===== src/hdl/fcse_pkg.sv =====
// ----------------------------------------------------------------------------
// fcse_pkg
// Shared constants and types of the front coding string encoder.
// ----------------------------------------------------------------------------
package fcse_pkg;

	localparam int MAX_LEN    = 4096;
	localparam int MATCH_CAP  = (MAX_LEN < 16383) ? MAX_LEN : 16383;
	localparam int POS_W      = $clog2(MAX_LEN + 1);
	localparam int ADDR_W     = $clog2(MAX_LEN);
	localparam int OFS_W      = 37;
	localparam int BSIZE_W    = 16;
	localparam int BSIZE_RST  = 16;
	localparam int MAX_RES    = 3;
	localparam int FIFO_DEPTH = 8;
	localparam int FIFO_AW    = $clog2(FIFO_DEPTH);
	localparam int FIFO_CW    = $clog2(FIFO_DEPTH + 1);

	typedef enum logic [1:0] {
		KIND_PREFIX = 2'd0,
		KIND_CHAR   = 2'd1,
		KIND_TERM   = 2'd2
	} kind_t;

	typedef struct packed {
		logic [7:0]       out_byte;
		kind_t            byte_kind;
		logic             block_start;
		logic [OFS_W-1:0] byte_offset;
		logic             too_long;
		logic             run_last;
	} result_t;

	// results of one item handed to the output queue
	typedef struct packed {
		logic [1:0]            push_n;
		result_t [MAX_RES-1:0] res;
	} push_t;

endpackage


===== src/hdl/fcse_ifs.sv =====


interface fcse_out_if;
	logic                      valid;
	logic                      ready;
	logic [7:0]                out_byte;
	logic [1:0]                byte_kind;
	logic                      block_start;
	logic [fcse_pkg::OFS_W-1:0] byte_offset;
	logic                      too_long;
	logic                      run_last;

	modport source (output valid, output out_byte, output byte_kind, output block_start,
		output byte_offset, output too_long, output run_last, input ready);
	modport sink (input valid, input out_byte, input byte_kind, input block_start,
		input byte_offset, input too_long, input run_last, output ready);
endinterface



===== src/hdl/fcse_res_fifo.sv =====
// ----------------------------------------------------------------------------
// fcse_res_fifo
// Result queue: takes up to three results at once, hands out one per word.
// ----------------------------------------------------------------------------
module fcse_res_fifo (
	input  logic            clk,
	input  logic            arst_n,
	input  fcse_pkg::push_t push,
	output logic            room,
	fcse_out_if.source      results
);

	fcse_pkg::result_t            ent_q [fcse_pkg::FIFO_DEPTH];
	logic [fcse_pkg::FIFO_AW-1:0] wr_ptr_q;
	logic [fcse_pkg::FIFO_AW-1:0] rd_ptr_q;
	logic [fcse_pkg::FIFO_CW-1:0] count_q;
	logic                         pop;
	fcse_pkg::result_t            head;

	assign room = (count_q <= fcse_pkg::FIFO_CW'(fcse_pkg::FIFO_DEPTH - fcse_pkg::MAX_RES));
	assign pop  = results.valid && results.ready;
	assign head = ent_q[rd_ptr_q];

	assign results.valid       = (count_q != '0);
	assign results.out_byte    = head.out_byte;
	assign results.byte_kind   = head.byte_kind;
	assign results.block_start = head.block_start;
	assign results.byte_offset = head.byte_offset;
	assign results.too_long    = head.too_long;
	assign results.run_last    = head.run_last;

	always_ff @(posedge clk or negedge arst_n) begin
		if (!arst_n) begin
			wr_ptr_q <= '0;
			rd_ptr_q <= '0;
			count_q  <= '0;
		end else begin
			wr_ptr_q <= wr_ptr_q + fcse_pkg::FIFO_AW'(push.push_n);
			if (pop) begin
				rd_ptr_q <= rd_ptr_q + 1'b1;
			end
			count_q <= count_q + fcse_pkg::FIFO_CW'(push.push_n) - fcse_pkg::FIFO_CW'(pop);
		end
	end

	always_ff @(posedge clk) begin
		for (int i = 0; i < fcse_pkg::MAX_RES; i++) begin
			if (2'(i) < push.push_n) begin
				ent_q[wr_ptr_q + fcse_pkg::FIFO_AW'(i)] <= push.res[i];
			end
		end
	end

	a_count_bound: assert property (@(posedge clk) disable iff (!arst_n)
		count_q <= fcse_pkg::FIFO_CW'(fcse_pkg::FIFO_DEPTH))
		else $error("result queue overflow");

	a_push_room: assert property (@(posedge clk) disable iff (!arst_n)
		(push.push_n != 2'd0) |-> room)
		else $error("results pushed without room");

	a_pop_only: assert property (@(posedge clk) disable iff (!arst_n)
		(pop && push.push_n == 2'd0) |=> (count_q == $past(count_q) - 1'b1))
		else $error("queue count wrong after pop");

endmodule


===== src/flat_wrapper.sv =====
// flat-port wrapper written by rule: the top's interface ports become plain ports
module fcse_res_fifo_flat 
  (clk, arst_n, push, room, results_valid, results_out_byte, results_byte_kind, results_block_start, results_byte_offset, results_too_long, results_run_last, results_ready);
  fcse_out_if results_i ();
  input  logic clk;
  input  logic arst_n;
  input  fcse_pkg::push_t push;
  output logic room;
  output wire logic [$bits(results_i.valid)-1:0] results_valid;
  output wire logic [$bits(results_i.out_byte)-1:0] results_out_byte;
  output wire logic [$bits(results_i.byte_kind)-1:0] results_byte_kind;
  output wire logic [$bits(results_i.block_start)-1:0] results_block_start;
  output wire logic [$bits(results_i.byte_offset)-1:0] results_byte_offset;
  output wire logic [$bits(results_i.too_long)-1:0] results_too_long;
  output wire logic [$bits(results_i.run_last)-1:0] results_run_last;
  input wire logic [$bits(results_i.ready)-1:0] results_ready;
  assign results_valid = results_i.valid;
  assign results_out_byte = results_i.out_byte;
  assign results_byte_kind = results_i.byte_kind;
  assign results_block_start = results_i.block_start;
  assign results_byte_offset = results_i.byte_offset;
  assign results_too_long = results_i.too_long;
  assign results_run_last = results_i.run_last;
  assign results_i.ready = results_ready;
  fcse_res_fifo u_core (.clk(clk), .arst_n(arst_n), .push(push), .room(room), .results(results_i));
endmodule

===== config.mk =====
export PLATFORM = sky130hd
export DESIGN_NAME = fcse_res_fifo_flat
export DESIGN_NICKNAME = d
export VERILOG_FILES = /design/src/hdl/fcse_pkg.sv /design/src/hdl/fcse_ifs.sv /design/src/hdl/fcse_res_fifo.sv /design/src/flat_wrapper.sv
export SDC_FILE = /design/constraint.sdc
export NUM_CORES = 1
export LEC_CHECK = 0
export BUFFER_PORTS_ARGS = -buffer_cell sky130_fd_sc_hd__buf_2
export CAP_MARGIN = 30
export CORE_AREA = 2 2 272 274
export DETAILED_ROUTE_END_ITERATION = 10
export DIE_AREA = 0 0 274 276
export SYNTH_ARGS = -nofsm -noshare
export SYNTH_HDL_FRONTEND = slang
export SYNTH_SLANG_ARGS = --single-unit

===== constraint.sdc =====
create_clock -name clk -period 6.6 [get_ports clk]
set_clock_uncertainty 0.2 [all_clocks]
set_input_delay 1.32 -clock clk [delete_from_list [all_inputs] [get_ports clk]]
set_output_delay 1.32 -clock clk [all_outputs]
set_load 0.02 [all_outputs]

==> results of run 1 <==
-- placed cells by master, fill, tap and decap left out, types with 51 or more instances in the layout --
master,instances
mux2_2,51
mux4_2,100
a31oi_1,400
nand2_1,402
and4b_1,100
edfxtp_1,400
o21ai_0,400
buf_2,205
nor3_1,400
-- power by group --
part           internal (W)  switching, W  total (W)
Combinational       0.00294       0.00658    0.00952
Clock               0.00152       0.00112    0.00265
Sequential          0.00449      0.000641    0.00513
Total               0.00895       0.00835     0.0173
-- flip-flops by register name, indices dropped and copies added, names as in the netlist --
| signal | count |
|---|---|
| u_core.rd_ptr_q | 3 |
| u_core.ent_q | 400 |
| u_core.wr_ptr_q | 3 |
| u_core.count_q | 4 |
-- stage by stage --
stage          area, sq um  hold slack [ps]  power (W)  instances  utilization
6_report             30400              390     0.0173       3761        0.418
5_1_grt              30300              397     0.0179       3758        0.418
4_1_cts              30300              391     0.0171       3747        0.417
3_5_place_dp         28800              487     0.0144       3665        0.397
3_3_place_gp         28600              461     0.0141       3656        0.394
2_1_floorplan        27300              365     0.0112       2851            -
-- layout make-up --
cell class | count | area, sq um | area share
tap | 959 | 1200 | 0.0395
inverter | 16 | 60.1 | 0.00198
multi-input combinational | 2010 | 13500 | 0.445
antenna | 13 | 32.5 | 0.00107
timing repair buffer | 271 | 1790 | 0.0591
sequential | 410 | 12300 | 0.404
clock buffer | 57 | 1240 | 0.0410
clock inverter | 25 | 244 | 0.00804
-- kinds of logic (layout without fill, tap and decap cells) --
logic type,count (synthesis),in the layout,synth area share
AO/OA/AOI/OAI,812,812,0.168
XOR/XNOR,7,7,0.00280
adder cells (fa/ha/maj),13,13,0.00642
buffers and inverters,431,369,0.0643
flip-flops,410,410,0.449
other,0,13,0
AND/OR/NAND/NOR,1025,1025,0.205
multiplexers,153,153,0.104
-- layer usage --
layer | global-route usage | vias to the layer above | wire (microns)
met5 | 0 | - | 107
met4 | 0.131 | 16 | 4570
met3 | 0.0631 | 383 | 13100
met2 | 0.430 | 2134 | 50200
met1 | 0.363 | 12579 | 40000
li1 | - | 10873 | -
-- final timing paths --
kind	from	to	slack, ps	cells after the start
max in group asynchronous	arst_n	u_core.wr_ptr_q[0]	5550	1
min	arst_n	u_core.count_q[3]	390	1
max reg2reg	u_core.wr_ptr_q[0]	u_core.ent_q[0][23]	2110	5
min reg2reg	u_core.count_q[3]	u_core.count_q[3]	500	3
max	u_core.rd_ptr_q[0]	results_byte_offset[35]	1830	4
min in group clk	u_core.count_q[3]	u_core.count_q[3]	500	3
==> results.json, run 1 <==
{
  "synth_common_cells": "nand2_1 (403), o21ai_0 (402), a31oi_1 (400), edfxtp_1 (400), nor3_1 (400)",
  "grt_pass1_vias": 24968,
  "hold_viol": 0,
  "grt-ovfl-total": 0,
  "ys_seq_area_frac": 0.449,
  "postCtsSetupBuffers": 0,
  "cts_buffers": 46,
  "powerDensity_mw_per_mm2": 570,
  "nets": 2922,
  "ys_warn_count": 0,
  "ctsHoldBuffers": 0,
  "start_util": 0.376,
  "worstPathMaxFanout": 29,
  "cts-resized-gates": 0,
  "synthesis.nets": 3018,
  "ioPinCount": 207,
  "fin_crit_sh": 0.723,
  "core_sq_mm": 0.0726,
  "crit_path_top_delay_cell": "dfrtp_4",
  "fin_crit_ps": 4770,
  "wl_microns": 108000,
  "start_kind": "flop",
  "gp_congestion": 0.837,
  "yosysTopAreaCellShare": 0.440,
  "hp-class": "in2async",
  "synth.most_common_cell": "nand2_1",
  "die_w_microns": 274,
  "end_kind": "output pin",
  "synth_edf_count": 400,
  "crit_family": "flip-flops",
  "vias": 25985,
  "worstPathArrival_ps": 3250,
  "fp.dieH_microns": 276,
  "clk_path_buf_depth": 3,
  "portBuffers": 206,
  "netlist_top_cells_area": "edfxtp_1 (44%), a31oi_1 (9.2%), mux4_2 (8.2%)",
  "ys.flop_type": "edfxtp_1",
  "fmax_ghz": 0.210,
  "clk_latency_ps": 600,
  "root_buffer": "clkbuf_16",
  "grt_max_degree": 232,
  "ys_seq_elements": 410,
  "cp_cell_sequence": "buf_4 > mux4_2 > mux2_2 > buf_2",
  "syn_area_sq_mm": 0.0273,
  "die-area_sq_mm": 0.0756,
  "ys_types": 38,
  "wl_per_cell_microns": 28.7,
  "area_delta_synth_final_pct": 11.2,
  "route.detailed.drc": 0,
  "cts_max_level": 2,
  "max_stage_delay_ps": 900,
  "dp_hpwl_microns": 60000,
  "syn_avg_cell_area_sq_um": 9.58,
  "critPathKind": "reg2out",
  "synth_largest_area_cell": "edfxtp_1",
  "cts_tree": "built",
  "grt_first_pass_wirelength_microns": 160000,
  "grt_use_total": 0.276,
  "drt-initial-drc-count": 4401,
  "fillers": 6945,
  "maxSlewViolCount": 0,
  "std_cell_rows": 99,
  "antenna_left": 0,
  "setup_viol": 0,
  "cts.reportedPaths.clkPinSlew_ps": 60,
  "place_ws_ps": 1700,
  "syn_inst": 2851,
  "synthArstFlopShare": 0.0244,
  "drive_above_1_share": 0.186,
  "status": "finished, final reports clean",
  "antenna_found_initial": 20,
  "p_leak_nw": 9.34,
  "setup_tns_ps": 0,
  "crit_required_ps": 5080,
  "rsz0062_at_grt": "no",
  "layout_setup_ws_ps": 1830,
  "max_slew_margin": 0.275,
  "cts.sinks": 410,
  "worst_slew_pin_slew_ps": 1090,
  "ir_drop_v": 0.000699,
  "drtPass1Iterations": 7,
  "crit_buf_inv": 2,
  "cap_viol_max_count": 0,
  "vias_per_cell": 6.91
}
No activity file was read; power rests on OpenSTA's default activity.
==> inputs of run 2 (changes only) <==
==> constraint.sdc (replaced) <==
create_clock -name clk -period 4.6 [get_ports clk]
set_clock_uncertainty 0.2 [all_clocks]
set_input_delay 0.92 -clock clk [delete_from_list [all_inputs] [get_ports clk]]
set_output_delay 0.92 -clock clk [all_outputs]
set_load 0.02 [all_outputs]
==> run 2 against run 1 <==
Via count decreased by 0.44%. Largest cell class unchanged. Cell area is 0.45% higher. Register-to-register slack worse by 1200 ps. Cell count increased by 0.58%. Wire length is 1.0% lower. Sequential share of layout area shrank 0.18 points. Non-clock buffer count rose by 19. Critical path type unchanged. Combinational power increased by 47%. Power rose by 43%. First-iteration DRC count decreased by 12%.
==> results.json, run 2 (synthesized netlist as in run 1, its figures left out) <==
{
  "status": "finished, final reports clean",
  "worstPathArrival_ps": 2870,
  "wl_microns": 107000,
  "nets": 2941,
  "hold-worst-slack_ps": 33.5,
  "cts-resized-gates": 0,
  "grt_use_total": 0.273,
  "worst_slew_pin_slew_ps": 1030,
  "maxSlewViolCount": 0,
  "instances_no_fill": 3783,
  "grt-ovfl-total": 0,
  "ioPinCount": 207,
  "die-area_sq_mm": 0.0756,
  "cts_tree": "built",
  "p_leak_nw": 9.41,
  "rsz0062_at_grt": "no",
  "cts_buffers": 46,
  "antenna_left": 0,
  "cap_viol_max_count": 0,
  "route.detailed.drc": 0,
  "grt_max_degree": 139,
  "postCtsSetupBuffers": 0,
  "area_delta_synth_final_pct": 11.7,
  "std_cell_rows": 99,
  "clk_path_buf_depth": 3,
  "root_buffer": "clkbuf_16",
  "ir_drop_v": 0.000828,
  "fin_crit_ps": 3990,
  "ctsHoldBuffers": 0,
  "start_kind": "flop",
  "dp_hpwl_microns": 60200,
  "max_slew_margin": 0.311,
  "drtPass1Iterations": 6,
  "grt_first_pass_wirelength_microns": 158000,
  "worstPathMaxFanout": 23,
  "numPlacedInstances": 3683,
  "cts.sinks": 410,
  "hp-class": "in2async",
  "cts.reportedPaths.clkPinSlew_ps": 60,
  "setup_viol": 0,
  "portBuffers": 206,
  "start_util": 0.376,
  "hold_viol": 0,
  "wl_per_cell_microns": 28.3,
  "core_sq_mm": 0.0726,
  "fin_crit_sh": 0.868,
  "fp.dieH_microns": 276,
  "drt-initial-drc-count": 3851,
  "crit_required_ps": 3480,
  "antenna_found_initial": 26,
  "layout.cells.most_common": "nand2_1",
  "vias_per_cell": 6.84,
  "die_w_microns": 274,
  "regMostFlops": "u_core.ent_q",
  "drive_above_1_share": 0.190,
  "critPathKind": "reg2out",
  "end_kind": "output pin",
  "top_regs": "u_core.ent_q: 400 flops, u_core.count_q: 4 flops",
  "fmax_ghz": 0.251,
  "clk_latency_ps": 590,
  "mostFrequentLayoutCells": "nand2_1 (402), nor3_1 (400), a31oi_1 (400), o21ai_0 (400), edfxtp_1 (400)",
  "vias": 25870,
  "grt_pass1_vias": 24880,
  "powerDensity_mw_per_mm2": 814,
  "setup_tns_ps": 0,
  "gp_congestion": 0.820,
  "largest_reg_flops": 400,
  "cts_max_level": 2
}
==> run 2: changes by cell type in the layout (fill, tap and decap cells not counted), moves of 2 or more <==
cell,before,now
buf_12,9,17
buf_16,8,6
buf_4,49,62
bufinv_16,5,3
clkbuf_1,7,10
clkinv_1,10,8
clkinv_2,8,6
diode_2,13,19
==> run 2: power by group <==
group | total [W] | switching, W | leakage (nW) | internal (W)
registers | 0.00717 | 0.000730 | 3.82 | 0.00644
logic | 0.0140 | 0.00964 | 4.89 | 0.00437
clock network | 0.00364 | 0.00159 | 0.695 | 0.00205
total | 0.0248 | 0.0120 | 9.41 | 0.0129
==> run 2: stage by stage <==
stage / setup slack, ps / area (sq um) / total power, W / util
5_1_grt: 509 / 30500 / 0.0258 / 0.420
3_3_place_gp: 875 / 28900 / 0.0204 / 0.398
4_1_cts: 594 / 30400 / 0.0244 / 0.419
3_5_place_dp: 807 / 29000 / 0.0208 / 0.399
2_1_floorplan: 24.5 / 27300 / 0.0160 / -
6_report: 609 / 30500 / 0.0248 / 0.420
==> run 2: path summary, 6_finish.rpt <==
path	start	end	slack [ps]	depth (start not counted)
max reg2reg	u_core.wr_ptr_q[0]	u_core.ent_q[2][47]	890	5
max	u_core.rd_ptr_q[0]	results_byte_offset[26]	610	4
min	arst_n	u_core.wr_ptr_q[2]	30	1
min in group clk	results_ready	u_core.rd_ptr_q[2]	420	3
max in group asynchronous	arst_n	u_core.rd_ptr_q[0]	3870	1
min reg2reg	u_core.count_q[3]	u_core.count_q[3]	480	3
==> run 2: final cells by class <==
type,count,area [sq um]
tap,959,1200
timing repair buffer,290,2000
clock buffer,59,1230
multi-input combinational,2010,13500
inverter,16,60.1
antenna,19,47.5
sequential,410,12300
fill,6998,42100
clock inverter,20,184
==> run 2: routing by layer <==
layer,vias to the layer above,GRT usage,wire [microns]
met5,-,0,58
met4,8,0.143,4800
met3,370,0.0595,12100
met2,1964,0.425,49600
met1,12627,0.356,40400
li1,10901,-,-
==> run 2: critical path: stages, from the launching register on <==
cell     delay (ps)
dfrtp_4         830
buf_4           370
mux4_2          540
mux2_2          330
buf_2           180
